===== config.mk =====
export PLATFORM = sky130hd
export DESIGN_NAME = mipl_cfg_regs
export DESIGN_NICKNAME = d
export VERILOG_FILES = /design/src/sv/mipl_pkg.sv /design/src/sv/mipl_cfg_regs.sv
export SDC_FILE = /design/constraint.sdc
export NUM_CORES = 1
export LEC_CHECK = 0
export ABC_CLOCK_PERIOD_IN_PS = 900
export BUFFER_PORTS_ARGS = -buffer_cell sky130_fd_sc_hd__buf_2
export CAP_MARGIN = 20
export CORE_ASPECT_RATIO = 1.25
export CORE_MARGIN = 4
export CORE_UTILIZATION = 29
export DETAILED_ROUTE_END_ITERATION = 7
export PLACE_DENSITY = 0.79
export SYNTH_ARGS = -nofsm -noshare
export SYNTH_HDL_FRONTEND = slang
export SYNTH_SLANG_ARGS = --single-unit
export TNS_END_PERCENT = 10

===== constraint.sdc =====
create_clock -name clk -period 0.9 [get_ports clk]
set_input_delay 0.135 -clock clk [delete_from_list [all_inputs] [get_ports clk]]
set_output_delay 0.135 -clock clk [all_outputs]
set_load 0.03 [all_outputs]

===== src/sv/mipl_pkg.sv =====
`timescale 1ns / 1ps
// ----------------------------------------------------------------------------
// mipl_pkg: shared types and constants for the MAC-to-IP learning table
// Operation and status codes, table entry layout, result word layout and
// the configuration register map.
// ----------------------------------------------------------------------------
package mipl_pkg;

	localparam int MAC_W  = 48;
	localparam int IP_W   = 32;
	localparam int PORT_W = 16;
	localparam int TIME_W = 32;
	localparam int SLOT_W = 6;
	localparam int CFG_W  = 7;

	// Configuration register map
	localparam int          APB_AW         = 3;
	localparam int          APB_DW         = 32;
	localparam logic        REG_ENTRIES    = 1'b0;  // paddr[2]
	localparam logic [6:0]  ENTRIES_RESET  = 7'd64;

	typedef enum logic [1:0] {
		OP_INSERT = 2'd0,
		OP_LOOKUP = 2'd1,
		OP_REMOVE = 2'd2,
		OP_UNUSED = 2'd3
	} op_t;

	typedef enum logic [1:0] {
		STS_OK           = 2'd0,
		STS_NOT_FOUND    = 2'd1,
		STS_OUT_OF_RANGE = 2'd2
	} status_t;

	typedef enum logic [1:0] {
		ST_CLEAR,
		ST_IDLE,
		ST_SCAN,
		ST_FINISH
	} state_t;

	typedef struct packed {
		logic              valid;
		logic [MAC_W-1:0]  mac;
		logic [IP_W-1:0]   ip;
		logic [PORT_W-1:0] port;
		logic [TIME_W-1:0] stamp;
	} entry_t;

	typedef struct packed {
		status_t           status;
		logic [SLOT_W-1:0] slot;
		logic              was_hit;
		logic              evicted;
		logic [IP_W-1:0]   found_ip;
		logic [PORT_W-1:0] found_port;
	} result_t;

endpackage


===== src/sv/mipl_cfg_regs.sv =====
`timescale 1ns / 1ps
// ----------------------------------------------------------------------------
// mipl_cfg_regs: configuration register block
// APB-style port holding the entries_in_use register.
// ----------------------------------------------------------------------------
module mipl_cfg_regs (
	input  logic                              clk,
	input  logic                              arst_n,
	input  logic                              psel,
	input  logic                              penable,
	input  logic                              pwrite,
	input  logic [mipl_pkg::APB_AW-1:0]       paddr,
	input  logic [mipl_pkg::APB_DW-1:0]       pwdata,
	output logic [mipl_pkg::APB_DW-1:0]       prdata,
	output logic                              pready,
	output logic [mipl_pkg::CFG_W-1:0]        entries_in_use
);

	logic                        wr_hit;
	logic [mipl_pkg::CFG_W-1:0]  entries_q;

	assign pready = 1'b1;
	assign wr_hit = psel && penable && pwrite && (paddr[2] == mipl_pkg::REG_ENTRIES);

	// entries_in_use register
	always_ff @(posedge clk or negedge arst_n) begin
		if (!arst_n) begin
			entries_q <= mipl_pkg::ENTRIES_RESET;
		end else if (wr_hit) begin
			entries_q <= pwdata[mipl_pkg::CFG_W-1:0];
		end
	end

	// read back
	always_comb begin
		prdata = '0;
		if (paddr[2] == mipl_pkg::REG_ENTRIES) begin
			prdata = mipl_pkg::APB_DW'(entries_q);
		end
	end

	assign entries_in_use = entries_q;

endmodule


==> results.sh, run 1 <==
export IMPL_layout_commonest_cell="conb_1"
export IMPL_first_iter_violations=2
export IMPL_path_max_fanout=3
export IMPL_drv_cap=0
export IMPL_grt_pass1_vias=356
export IMPL_busiest_layer="met2"
export IMPL_postRouteAntennaNets=0
export IMPL_final_setup_worst_slack_ns=-0.270
export IMPL_grt_util_met2_pct=14.6
export IMPL_start_util_pct=30.8
export IMPL_fin_crit_sh_pct=130
export IMPL_endpoint_kind="primary output"
export IMPL_crit_required_ns=0.76
export IMPL_place_area_sq_um=607
export IMPL_wl_per_cell_um=10.5
export IMPL_fill_cells=175
export IMPL_slew_violations=0
export IMPL_area_growth_pct=32.3
export IMPL_syn_area_per_cell_sq_um=10.9
export IMPL_rsz0062_at_grt="yes"
export IMPL_rows=17
export IMPL_ys_seq_area_share_pct=32.5
export IMPL_netlist_top_cells_area="buf_4 36%, dfrtp_1 28%, mux2_2 15%"
export IMPL_netlist_area_leader_share_pct=35.9
export IMPL_cts_sinks=7
export IMPL_reg2regPathDepth=1
export IMPL_wirelength_um=1050
export IMPL_power_density_nw_per_um2=2080
export IMPL_ys_warnings_count=0
export IMPL_gr_usage_met1_pct=6.26
export IMPL_nets=122
export IMPL_critPathArrivalTime_ns=1.04
export IMPL_path_class="reg -> out"
export IMPL_power_leakage_nw=0.407
export IMPL_r2r_end="entries_in_use[0]"
export IMPL_setup_tns_ns=-1.86
export IMPL_io_pins=80
export IMPL_rr_startpoint="entries_in_use[0]"
export IMPL_grt_pass1_wl_um=1470
export IMPL_register_area_sq_um=176
export IMPL_place_gp_congestion=0.636
export IMPL_drc=0
export IMPL_hold_viol_final=0
export IMPL_cts_tree="yes"
export IMPL_ir_worst_vdd_uv=606
export IMPL_path_cells="and2b_2, buf_6"
export IMPL_clk_pin_slew_worst_paths_ns=0.05
export IMPL_worst_hold_path_type="in -> reg"
export IMPL_endpoint="prdata[6]"
export IMPL_status="finished, violations left"
export IMPL_crit_path_top_delay_cell="dfstp_2"
export IMPL_dp_worst_setup_slack_ns=-0.0613
export IMPL_fin_cells=100
export IMPL_synth_largest_area_cell="buf_4"
export IMPL_max_stage_delay_ns=0.53
export IMPL_syn_inst=50
export IMPL_dp_cells=95
export IMPL_fp_dieH_um=56.4
export IMPL_dp_hpwl_um=909
export IMPL_grt_max_degree=8
export IMPL_synth_seq_cells=7
export IMPL_r2r_slack_ns=0.11
export IMPL_dieArea_sq_um=2630
export IMPL_crit_start="entries_in_use[6]"
export IMPL_final_area_sq_um=718
export IMPL_drive_gt1_share_pct=58.0
export IMPL_num_vias=370
export IMPL_cts_root_buf="clkbuf_4"
export IMPL_grt_overflow_total=0
export IMPL_dr_pass1_iters=2
export IMPL_netlist_cell_type_count=7
export IMPL_fin_hold_ws_ns=0.122
export IMPL_skew_ns=0
export IMPL_min_period_ns=1.17
export IMPL_grt_util_met3_pct=3.85
export IMPL_final_cell_mix="26 x conb_1, 14 x buf_2, 12 x buf_6"
export IMPL_fmax_mhz=854
export IMPL_cts_buffers=3
export IMPL_largest_register_ffs=7
export IMPL_p_total_mw=1.50
export IMPL_portBuffers=26
export IMPL_fin_util_pct=40.7
export IMPL_fp_dieW_um=46.7
export IMPL_violations="negative setup slack"
export IMPL_startpoint_type="register"
export IMPL_core_sq_um=1770
export IMPL_grt_antenna_before_repair=0
export IMPL_multi_input_area_sq_um=262
export IMPL_syn_cell_area_sq_um=543
export IMPL_track_usage_pct=8.00
export IMPL_clk_latency_ns=0.24
export IMPL_cts_setup_buffers=0
export IMPL_routed_via_density=3.70
export IMPL_clock_path_buffers=2
export IMPL_antennaDiodeCount=0
export IMPL_h_tree_depth=1
export IMPL_finalSetupViolCount=14
[report_power, final]
group,switching (mW),total (mW),internal (mW)
clock,0.104,0.273,0.168
sequential,0.0560,0.449,0.393
combinational,0.479,0.775,0.296
total,0.639,1.50,0.857
[layout make-up]
type | instances | area share [%]
clock buffers | 4 | 3.66
flip-flops and latches | 7 | 24.6
well taps | 19 | 3.31
repair buffers | 29 | 32.1
multi-input cells | 41 | 36.4
[kinds of logic (layout without fill, tap and decap cells)]
| kind of cell | after synthesis | after routing | synth area share [%] |
|---|---|---|---|
| flops | 7 | 7 | 32.5 |
| mux | 7 | 7 | 14.5 |
| buf+inv | 26 | 33 | 35.9 |
| simple gates | 8 | 8 | 15.7 |
| other cells | 2 | 26 | 1.38 |
[layer usage]
metal | up-vias | share of wire, %
met5 | - | 0
met4 | 0 | 0
met3 | 0 | 19
met2 | 29 | 58
met1 | 175 | 22
li1 | 166 | -
[synthesized netlist by cell type]
cell and number:
conb_1 2, mux2_2 7, buf_4 26, dfstp_2 1, nand4b_4 1, dfrtp_1 6, and2b_2 7
[worst max-delay path: cells and delay by family (launching register included)]
kind / cells / cell delay (ns)
flops: 1 / 0.53
buf+inv: 1 / 0.12
simple gates: 1 / 0.14
[repair_timing]
| action | 4_1_cts | 5_1_grt |
|---|---|---|
| gates resized for setup | 22 | 2 |
| pin swaps | 0 | 0 |
| gates cloned | 0 | 0 |
| setup endpoints to repair | 14 | 14 |
| hold endpoints to repair | 7 | 0 |
| hold buffers | 1 | 0 |
[how the worst min path moves through the flow]
stage               startpoint           endpoint  slack [ns]  cells after the start
finish               pwdata[5]  entries_in_use[5]        0.12                      2
global route         pwdata[3]  entries_in_use[3]        0.12                      2
CTS                  pwdata[2]  entries_in_use[2]        0.12                      2
detailed placement      arst_n  entries_in_use[4]       -0.02                      1
global placement        arst_n  entries_in_use[4]       -0.03                      1
floorplan               arst_n  entries_in_use[0]       -0.16                      0
(Power assumes the default switching activity.)
==> run 2: changes to the inputs <==
Settings changed: CORE_ASPECT_RATIO 1.25 to 1.2.
==> run 2 against run 1 <==
  * The flow still finishes with violations (negative setup slack)
  * Clock power is 1% higher
  * Non-clock buffer count stayed put
  * Core utilization rose by 1.8 points
  * Final cell count down 1.0%
  * Critical path depth unchanged
  * Combinational power up 1%
  * Via count grew 0.81%
  * Die area hardly changed
  * Maximum frequency fell by 0.42%
  * Routed wire length fell by 0.29%
  * Register-to-register slack about the same
  * Global-route usage rose by 0.083 points
==> results.sh, run 2 (synthesis results as in run 1) <==
export IMPL_core_sq_um=1700
export IMPL_io_pins=80
export IMPL_rows=16
export IMPL_violations="negative setup slack"
export IMPL_crit_start="entries_in_use[6]"
export IMPL_area_growth_pct=33.2
export IMPL_final_cell_mix="26 x conb_1, 13 x buf_2, 13 x buf_6"
export IMPL_fin_util_pct=42.5
export IMPL_start_util_pct=31.9
export IMPL_crit_required_ns=0.76
export IMPL_startpoint_type="register"
export IMPL_wirelength_um=1050
export IMPL_nets=122
export IMPL_critPathArrivalTime_ns=1.04
export IMPL_finalSetupViolCount=14
export IMPL_min_period_ns=1.18
export IMPL_fin_cells=99
export IMPL_dp_cells=94
export IMPL_ir_worst_vdd_uv=544
export IMPL_r2r_end="entries_in_use[4]"
export IMPL_skew_ns=0
export IMPL_dp_worst_setup_slack_ns=-0.0630
export IMPL_drv_cap=0
export IMPL_track_usage_pct=8.09
export IMPL_fp_dieH_um=55.4
export IMPL_cts_setup_buffers=0
export IMPL_busiest_layer="met2"
export IMPL_antennaDiodeCount=0
export IMPL_crit_path_top_delay_cell="dfstp_2"
export IMPL_cts_buffers=3
export IMPL_final_setup_worst_slack_ns=-0.275
export IMPL_drive_gt1_share_pct=58.0
export IMPL_clk_pin_slew_worst_paths_ns=0.05
export IMPL_num_vias=373
export IMPL_place_gp_congestion=0.602
export IMPL_clk_latency_ns=0.24
export IMPL_first_iter_violations=0
export IMPL_path_cells="and2b_2, buf_6"
export IMPL_routed_via_density=3.77
export IMPL_hold_viol_final=0
export IMPL_gr_usage_met1_pct=6.88
export IMPL_worst_hold_path_type="in -> reg"
export IMPL_r2r_slack_ns=0.12
export IMPL_grt_antenna_before_repair=0
export IMPL_cts_root_buf="clkbuf_4"
export IMPL_dp_hpwl_um=922
export IMPL_multi_input_area_sq_um=262
export IMPL_slew_violations=0
export IMPL_path_class="reg -> out"
export IMPL_endpoint="prdata[6]"
export IMPL_fin_crit_sh_pct=131
export IMPL_critPathTopFamily="flip-flops"
export IMPL_grt_overflow_total=0
export IMPL_dr_pass1_iters=1
export IMPL_power_leakage_nw=0.409
export IMPL_drc=0
export IMPL_rr_startpoint="entries_in_use[4]"
export IMPL_grt_pass1_wl_um=1500
export IMPL_grt_pass1_vias=352
export IMPL_fmax_mhz=851
export IMPL_rsz0062_at_grt="yes"
export IMPL_layout_commonest_cell="conb_1"
export IMPL_grt_max_degree=8
export IMPL_grt_util_met3_pct=4.22
export IMPL_path_max_fanout=3
export IMPL_dieArea_sq_um=2630
export IMPL_cts_sinks=7
export IMPL_grt_util_met2_pct=13.8
export IMPL_cp_depth=2
export IMPL_largest_register_ffs=7
export IMPL_clock_path_buffers=2
export IMPL_portBuffers=26
export IMPL_cts_tree="yes"
export IMPL_fill_cells=184
export IMPL_wl_per_cell_um=10.6
export IMPL_max_stage_delay_ns=0.53
export IMPL_endpoint_kind="primary output"
export IMPL_setup_tns_ns=-1.84
export IMPL_worst_path_buf_inv=1
export IMPL_reg2regPathDepth=1
export IMPL_fp_dieW_um=47.5
export IMPL_power_density_nw_per_um2=2090
export IMPL_postRouteAntennaNets=0
export IMPL_h_tree_depth=1
export IMPL_status="finished, violations left"
export IMPL_register_area_sq_um=176
==> run 2: through the flow <==
stage	total power, mW	hold WS [ns]	area (sq um)
final	1.51	0.119	723
after global routing	1.60	0.117	723
after CTS	1.52	0.113	719
after detailed placement	1.09	-0.0223	606
after global placement	1.08	-0.0240	606
after floorplan	1.01	-0.161	633
==> run 2: what timing repair did <==
action | in CTS | in global routing
cloned | 0 | 0
hold buffers | 1 | 0
setup endpoints to repair | 14 | 14
endpoints found under the hold margin | 7 | 0
gates resized for setup | 25 | 1
==> run 2: power by group <==
part / total (mW) / leakage [nW] / internal (mW) / switching, mW
logic: 0.785 / 0.311 / 0.308 / 0.477
registers: 0.448 / 0.0825 / 0.393 / 0.0556
clock network: 0.277 / 0.0150 / 0.169 / 0.108
total: 1.51 / 0.409 / 0.870 / 0.641
==> run 2: cell type report <==
class | instances | area share, %
clock buffer | 4 | 3.63
timing repair buffer | 29 | 32.7
sequential | 7 | 24.4
multi-input combinational | 41 | 36.2
tap | 18 | 3.11
==> run 2: routing by layer <==
metal | part of all wire (%) | vias up | routed length, um
met2 | 57 | 30 | 595
met3 | 18 | 0 | 190
li1 | - | 168 | -
met1 | 25 | 175 | 260
met5 | 0 | - | 0
met4 | 0 | 0 | 0
==> run 2: how the worst min path moves through the flow <==
| stage | startpoint | to | cells past startpoint |
|---|---|---|---|
| 2_1_floorplan | arst_n | entries_in_use[0] | 0 |
| 3_3_place_gp | arst_n | entries_in_use[2] | 1 |
| 5_1_grt | pwdata[1] | entries_in_use[1] | 2 |
| 3_5_place_dp | arst_n | entries_in_use[4] | 1 |
| 6_report | pwdata[2] | entries_in_use[2] | 2 |
| 4_1_cts | pwdata[2] | entries_in_use[2] | 2 |
