### src/sv/mipl_pkg.sv
`timescale 1ns / 1ps
// ----------------------------------------------------------------------------
// mipl_pkg: shared types and constants for the MAC-to-IP learning table
// Operation and status codes, table entry layout, result word layout and
// the configuration register map.
// ----------------------------------------------------------------------------
package mipl_pkg;

	localparam int MAC_W  = 48;
	localparam int IP_W   = 32;
	localparam int PORT_W = 16;
	localparam int TIME_W = 32;
	localparam int SLOT_W = 6;
	localparam int CFG_W  = 7;

	// Configuration register map
	localparam int          APB_AW         = 3;
	localparam int          APB_DW         = 32;
	localparam logic        REG_ENTRIES    = 1'b0;  // paddr[2]
	localparam logic [6:0]  ENTRIES_RESET  = 7'd64;

	typedef enum logic [1:0] {
		OP_INSERT = 2'd0,
		OP_LOOKUP = 2'd1,
		OP_REMOVE = 2'd2,
		OP_UNUSED = 2'd3
	} op_t;

	typedef enum logic [1:0] {
		STS_OK           = 2'd0,
		STS_NOT_FOUND    = 2'd1,
		STS_OUT_OF_RANGE = 2'd2
	} status_t;

	typedef enum logic [1:0] {
		ST_CLEAR,
		ST_IDLE,
		ST_SCAN,
		ST_FINISH
	} state_t;

	typedef struct packed {
		logic              valid;
		logic [MAC_W-1:0]  mac;
		logic [IP_W-1:0]   ip;
		logic [PORT_W-1:0] port;
		logic [TIME_W-1:0] stamp;
	} entry_t;

	typedef struct packed {
		status_t           status;
		logic [SLOT_W-1:0] slot;
		logic              was_hit;
		logic              evicted;
		logic [IP_W-1:0]   found_ip;
		logic [PORT_W-1:0] found_port;
	} result_t;

endpackage

### src/sv/mipl_engine.sv
`timescale 1ns / 1ps
// ----------------------------------------------------------------------------
// mipl_engine: search and update sequencer
// Clears the table after reset, then for each insert or lookup word scans the
// active slots through the memory read port, tracking first match, first free
// slot and oldest stamp; an insert, or a remove of an in-range slot, commits with one write.
// ----------------------------------------------------------------------------
module mipl_engine #(
	parameter int CAPACITY = 64,
	parameter int IW       = 6,
	parameter int CW       = 7
) (
	input  logic                               clk,
	input  logic                               arst_n,
	input  logic [mipl_pkg::CFG_W-1:0]         cfg_entries,
	// request
	input  logic                               in_valid,
	output logic                               in_ready,
	input  mipl_pkg::op_t                      in_op,
	input  logic [mipl_pkg::MAC_W-1:0]         in_mac,
	input  logic [mipl_pkg::IP_W-1:0]          in_ip,
	input  logic [mipl_pkg::PORT_W-1:0]        in_port,
	input  logic [mipl_pkg::TIME_W-1:0]        in_now,
	input  logic [mipl_pkg::SLOT_W-1:0]        in_rem,
	// result
	output logic                               res_valid,
	input  logic                               res_ready,
	output mipl_pkg::result_t                  res,
	// memory
	output logic                               wr_en,
	output logic [IW-1:0]                      wr_addr,
	output mipl_pkg::entry_t                   wr_data,
	output logic [IW-1:0]                      rd_addr,
	input  mipl_pkg::entry_t                   rd_data
);

	localparam int WW = (CW > mipl_pkg::CFG_W) ? CW : mipl_pkg::CFG_W;

	mipl_pkg::state_t state_q, state_d;

	// latched request
	mipl_pkg::op_t                   op_q;
	logic [mipl_pkg::MAC_W-1:0]      mac_q;
	logic [mipl_pkg::IP_W-1:0]       ip_q;
	logic [mipl_pkg::PORT_W-1:0]     port_q;
	logic [mipl_pkg::TIME_W-1:0]     now_q;
	logic [mipl_pkg::SLOT_W-1:0]     rem_q;
	logic [CW-1:0]                   n_q;

	// scan counters and read pipeline
	logic [IW-1:0]  clr_idx_q;
	logic [CW-1:0]  rd_idx_q;
	logic           rvalid_s1;
	logic [IW-1:0]  ridx_s1;

	// scan findings
	logic                          hit_q, free_q, old_q;
	logic [IW-1:0]                 hit_idx_q, free_idx_q, old_idx_q;
	logic [mipl_pkg::IP_W-1:0]     hit_ip_q;
	logic [mipl_pkg::PORT_W-1:0]   hit_port_q;
	logic [mipl_pkg::TIME_W-1:0]   old_stamp_q;

	logic          accept, issue, scan_done, clr_last, commit;
	logic [WW-1:0] cfg_w, n_w;
	logic [IW-1:0] ins_idx, rem_idx;
	logic [WW-1:0] ins_w, rem_w, hit_w;
	logic          rem_ok;

	assign accept    = in_valid && in_ready;
	assign issue     = (state_q == mipl_pkg::ST_SCAN) && (rd_idx_q < n_q);
	assign scan_done = (rd_idx_q == n_q) && !rvalid_s1;
	assign clr_last  = (clr_idx_q == IW'(CAPACITY - 1));
	assign commit    = (state_q == mipl_pkg::ST_FINISH) && res_ready;

	// active slot count: zero acts as one, clamp at capacity
	always_comb begin
		cfg_w = WW'(cfg_entries);
		n_w   = cfg_w;
		if (cfg_w == '0) begin
			n_w = WW'(1);
		end else if (cfg_w > WW'(CAPACITY)) begin
			n_w = WW'(CAPACITY);
		end
	end

	// slot chosen by insert: match, else first free, else oldest
	always_comb begin
		if (hit_q) begin
			ins_idx = hit_idx_q;
		end else if (free_q) begin
			ins_idx = free_idx_q;
		end else begin
			ins_idx = old_idx_q;
		end
		ins_w   = WW'(ins_idx);
		hit_w   = WW'(hit_idx_q);
		rem_w   = WW'(rem_q);
		rem_idx = rem_w[IW-1:0];
		rem_ok  = rem_w < WW'(n_q);
	end

	// next state
	always_comb begin
		state_d = state_q;
		unique case (state_q)
			mipl_pkg::ST_CLEAR: begin
				if (clr_last) state_d = mipl_pkg::ST_IDLE;
			end
			mipl_pkg::ST_IDLE: begin
				if (accept) begin
					if (in_op == mipl_pkg::OP_INSERT || in_op == mipl_pkg::OP_LOOKUP) begin
						state_d = mipl_pkg::ST_SCAN;
					end else begin
						state_d = mipl_pkg::ST_FINISH;
					end
				end
			end
			mipl_pkg::ST_SCAN: begin
				if (scan_done) state_d = mipl_pkg::ST_FINISH;
			end
			mipl_pkg::ST_FINISH: begin
				if (res_ready) state_d = mipl_pkg::ST_IDLE;
			end
			default: state_d = mipl_pkg::ST_IDLE;
		endcase
	end

	// outputs: handshake, result word, memory write
	always_comb begin
		in_ready  = (state_q == mipl_pkg::ST_IDLE);
		res_valid = (state_q == mipl_pkg::ST_FINISH);
		rd_addr   = rd_idx_q[IW-1:0];
		res       = '0;
		res.status = mipl_pkg::STS_OK;
		wr_en     = 1'b0;
		wr_addr   = clr_idx_q;
		wr_data   = '0;

		unique case (op_q)
			mipl_pkg::OP_INSERT: begin
				res.slot    = ins_w[mipl_pkg::SLOT_W-1:0];
				res.was_hit = hit_q;
				res.evicted = !hit_q && !free_q;
			end
			mipl_pkg::OP_LOOKUP: begin
				if (hit_q) begin
					res.slot       = hit_w[mipl_pkg::SLOT_W-1:0];
					res.was_hit    = 1'b1;
					res.found_ip   = hit_ip_q;
					res.found_port = hit_port_q;
				end else begin
					res.status = mipl_pkg::STS_NOT_FOUND;
				end
			end
			mipl_pkg::OP_REMOVE: begin
				res.slot = rem_q;
				if (!rem_ok) res.status = mipl_pkg::STS_OUT_OF_RANGE;
			end
			default: begin
			end
		endcase

		if (state_q == mipl_pkg::ST_CLEAR) begin
			wr_en = 1'b1;
		end else if (commit && op_q == mipl_pkg::OP_INSERT) begin
			wr_en   = 1'b1;
			wr_addr = ins_idx;
			wr_data = '{valid: 1'b1, mac: mac_q, ip: ip_q, port: port_q, stamp: now_q};
		end else if (commit && op_q == mipl_pkg::OP_REMOVE && rem_ok) begin
			wr_en   = 1'b1;
			wr_addr = rem_idx;
		end
	end

	// control registers
	always_ff @(posedge clk or negedge arst_n) begin
		if (!arst_n) begin
			state_q   <= mipl_pkg::ST_CLEAR;
			clr_idx_q <= '0;
			rd_idx_q  <= '0;
			rvalid_s1 <= 1'b0;
			hit_q     <= 1'b0;
			free_q    <= 1'b0;
			old_q     <= 1'b0;
		end else begin
			state_q   <= state_d;
			rvalid_s1 <= issue;
			if (state_q == mipl_pkg::ST_CLEAR) begin
				clr_idx_q <= clr_idx_q + IW'(1);
			end
			if (accept) begin
				rd_idx_q <= '0;
				hit_q    <= 1'b0;
				free_q   <= 1'b0;
				old_q    <= 1'b0;
			end else begin
				if (issue) rd_idx_q <= rd_idx_q + CW'(1);
				if (rvalid_s1) begin
					if (rd_data.valid && rd_data.mac == mac_q) hit_q <= 1'b1;
					if (!rd_data.valid) free_q <= 1'b1;
					if (rd_data.valid) old_q <= 1'b1;
				end
			end
		end
	end

	// request and scan payload
	always_ff @(posedge clk) begin
		ridx_s1 <= rd_idx_q[IW-1:0];
		if (accept) begin
			op_q   <= in_op;
			mac_q  <= in_mac;
			ip_q   <= in_ip;
			port_q <= in_port;
			now_q  <= in_now;
			rem_q  <= in_rem;
			n_q    <= CW'(n_w);
		end else if (rvalid_s1) begin
			// first match
			if (rd_data.valid && rd_data.mac == mac_q && !hit_q) begin
				hit_idx_q  <= ridx_s1;
				hit_ip_q   <= rd_data.ip;
				hit_port_q <= rd_data.port;
			end
			// first free slot
			if (!rd_data.valid && !free_q) begin
				free_idx_q <= ridx_s1;
			end
			// oldest stamp, lowest index on a tie
			if (rd_data.valid && (!old_q || rd_data.stamp < old_stamp_q)) begin
				old_idx_q   <= ridx_s1;
				old_stamp_q <= rd_data.stamp;
			end
		end
	end

endmodule

### config.mk
export PLATFORM = sky130hd
export DESIGN_NAME = mipl_engine
export DESIGN_NICKNAME = d
export VERILOG_FILES = /design/src/sv/mipl_pkg.sv /design/src/sv/mipl_engine.sv
export SDC_FILE = /design/constraint.sdc
export NUM_CORES = 1
export LEC_CHECK = 0
export ABC_CLOCK_PERIOD_IN_PS = 6300
export BUFFER_PORTS_ARGS = -buffer_cell sky130_fd_sc_hd__buf_2
export CORE_AREA = 2 2 188 190
export DETAILED_ROUTE_END_ITERATION = 10
export DIE_AREA = 0 0 190 192
export GPL_ROUTABILITY_DRIVEN = 0
export HOLD_SLACK_MARGIN = 0.03
export PLACE_DENSITY = 0.61
export SYNTH_ARGS = -nofsm -noshare
export SYNTH_HDL_FRONTEND = slang
export SYNTH_SLANG_ARGS = --single-unit
### constraint.sdc
create_clock -name clk -period 6.3 [get_ports clk]
set_input_delay 0.63 -clock clk [delete_from_list [all_inputs] [get_ports clk]]
set_output_delay 0.63 -clock clk [all_outputs]
set_load 0.05 [all_outputs]
==> flow_summary.toml <==
[sta]
final.setup.worst_slack_ns = 2.20
rsz0062_at_grt = "no"
setup_viol = 0
skew_ns = 0.0226
fmax_mhz = 244
finalHoldViolCount = 0
fin_crit_ns = 4.10
tns_ns = 0
period_share_pct = 65.2
worstMarginPinSlew_ns = 1.10
hold_slack_ns = 0.236
final_max_slew_viol_count = 0
max_slew_margin_pct = 26.4

[setup_path]
critPathCapture = "wr_data[54]"
start_kind = "register"
worstRegToRegCells = 9
reg2reg_slack_ns = 2.66
r2r_start = "state_q[1]"
crit_type = "reg -> out"
reg2reg_to = "hit_ip_q[25]"
arrival_ns = 3.47
crit_path_end_kind = "output pin"
critical_path.max_fanout = 70
crit_start = "state_q[0]"
required_ns = 5.67

[floorplan]
initial_core_util_pct = 34.3
ios = 478
fp.dieH_um = 192
fp.dieW_um = 190
die_area_um2 = 36500
coreArea_um2 = 34300
std_cell_rows = 68

[cells_and_area]
finalNetCount = 1665
layout-drive-gt1-share_pct = 39.7
n_fill_cell = 3170
syn2layout_area_growth_pct = 32.9
final_area_um2 = 15600
multi_input_area_um2 = 3520
post-route-util_pct = 45.6
final-seq-area_um2 = 7830

[route]
drt_iter0_drc = 454
ant_nets = 0
drt_wl_total_um = 35400
dr.pass1.iters = 8
drc_errors = 0
wl_per_cell_um = 19.5
num_vias = 8831
post_drt_via_cell_ratio = 4.86

[clock_network]
numCtsBuffers = 30
h-tree-depth = 1
clock-sinks = 266
cts_tree = "built"
clock_latency_ns = 0.57
clk_pin_slew_ns = 0.06
cts-resized-gates = 0
clockBufferDepth = 3
root_buffer = "clkbuf_16"

[power_and_ir_drop]
p_per_area_nw_per_um2 = 353
ir_drop_mv = 0.236
p_leak_nw = 7.49

[yosys]
synth.yosys.seq_area_share_pct = 66.6
synth_area_per_cell_um2 = 13.4
syn_area_um2 = 11800
ys_ff_latch = 266
synth_top_area_share_pct = 61.5
synth_enable_flop_cells = 241
synth_top_area_cell = "edfxtp_1"
synth_most_common_cell = "edfxtp_1"
yosys_most_used_dff = "edfxtp_1"
yosys-top-cells-area = "edfxtp_1 62%, and3_1 9.5%, ha_1 5.6%, dfrtp_1 4.0%, xnor2_1 2.8%"
async_flop_share_pct = 7.14
ys_top_cells_by_count = "241 x edfxtp_1, 178 x and3_1, 55 x inv_1"
yosysUniqueCellTypes = 53
mappedNetlistNets = 1205
netlist_instances = 876
yosysWarnings = 0

[grt]
grt_pass1_vias = 8777
grt_pass1_wl_um = 50500
overflow = 0
antenna_found_initial = 2
grt_start_max_net_pins = 91
track_usage_pct = 18.2

[run]
drv_cap = 0

[min_path]
holdPathStages = 1
min_path_type = "in -> reg"
min_from = "in_now[21]"

[place]
dpl_cell_area_um2 = 14600
hpwl_um = 26700
post-place-ws_ns = 2.51
io_buffers = 477

[status]
status = "finished clean"
[worst max-delay path, cell delays in order (launching register included)]
cell and delay, ns:
dfrtp_1 0.38, inv_1 0.09, ha_1 0.34, nor2_4 0.88
buf_4 0.62, and3_1 0.29, buf_2 0.28
[per-layer routing]
metal | vias to the layer above | global-route usage, % | routed length, um
li1 | 4188 | - | -
met1 | 4221 | 21.7 | 13500
met2 | 364 | 31.7 | 17900
met3 | 56 | 6.21 | 3240
met4 | 2 | 4.50 | 745
met5 | - | 0 | 7
[worst min path at each step]
stage | slack [ns] | endpoint
floorplan | 0.33 | clr_idx_q[0]
global placement | 0.43 | hit_idx_q[4]
detailed placement | 0.44 | hit_idx_q[4]
CTS | 0.20 | mac_q[37]
global route | 0.20 | op_q[0]
finish | 0.24 | now_q[21]
[logic make-up (layout without fill, tap and decap cells)]
| kind of cell | Yosys count | in the layout | synth area share, % |
|---|---|---|---|
| other | 0 | 1 | 0 |
| AO/OA/AOI/OAI | 84 | 84 | 4.77 |
| flip-flops | 266 | 266 | 66.6 |
| XOR/XNOR | 49 | 49 | 3.65 |
| buffers and inverters | 113 | 597 | 3.83 |
| AND/OR/NAND/NOR | 305 | 305 | 15.0 |
| adder cells (fa/ha/maj) | 53 | 53 | 5.64 |
| multiplexers | 6 | 6 | 0.511 |
[power by group]
part,switching (mW),internal (mW),total [mW]
combinational,0.915,0.358,1.27
sequential,0.153,2.26,2.42
clock,0.705,1.12,1.82
[cells in the final DEF (no fill, tap or decap), types with 4 or more instances in the layout]
cell | netlist | layout
a21oi_1 | 22 | 22
a221oi_1 | 6 | 6
a222oi_1 | 6 | 6
and3_1 | 178 | 178
buf_2 | 3 | 477
buf_4 | 6 | 7
bufinv_16 | 0 | 5
clkbuf_1 | 47 | 6
clkbuf_16 | 0 | 30
clkinv_2 | 0 | 5
dfrtp_1 | 19 | 18
dfxtp_1 | 6 | 6
edfxtp_1 | 241 | 241
ha_1 | 53 | 52
inv_1 | 55 | 55
mux2i_1 | 6 | 6
nand2_1 | 27 | 27
nand2b_1 | 6 | 6
nand3_1 | 5 | 5
nand4_1 | 21 | 21
nor2_1 | 29 | 28
nor2b_1 | 8 | 8
nor3_1 | 11 | 10
nor4_1 | 4 | 4
o21ai_0 | 21 | 21
or4_1 | 4 | 4
xnor2_1 | 38 | 38
xor2_1 | 11 | 11
[repair_timing]
| item | CTS | global route |
|---|---|---|
| hold buffers | 1 | 0 |
| hold endpoints to repair | 3 | 0 |
| buffers inserted | 0 | 0 |
[metrics by stage]
stage                     cells  total power [mW]
after floorplan             876              3.32
after global placement     1758              3.72
after detailed placement   1758              3.74
after CTS                  1815              5.59
after global routing       1815              5.77
final                      1816              5.51
[layout make-up]
class,instances,share of cell area (%)
Clock buffer,39,5.21
Inverter,56,1.38
Tap cell,455,3.64
Clock inverter,17,1.47
Sequential cell,266,50.1
Multi-Input combinational cell,497,22.5
Timing Repair Buffer,485,15.7
Antenna cell,1,0.0160
[state kept, by name, indices dropped and copies added (netlist names), 16 cells and up]
register / count
hit_ip_q: 32
ip_q: 32
port_q: 16
hit_port_q: 16
mac_q: 48
now_q: 32
old_stamp_q: 32
No activity file was read; power rests on OpenSTA's default activity.
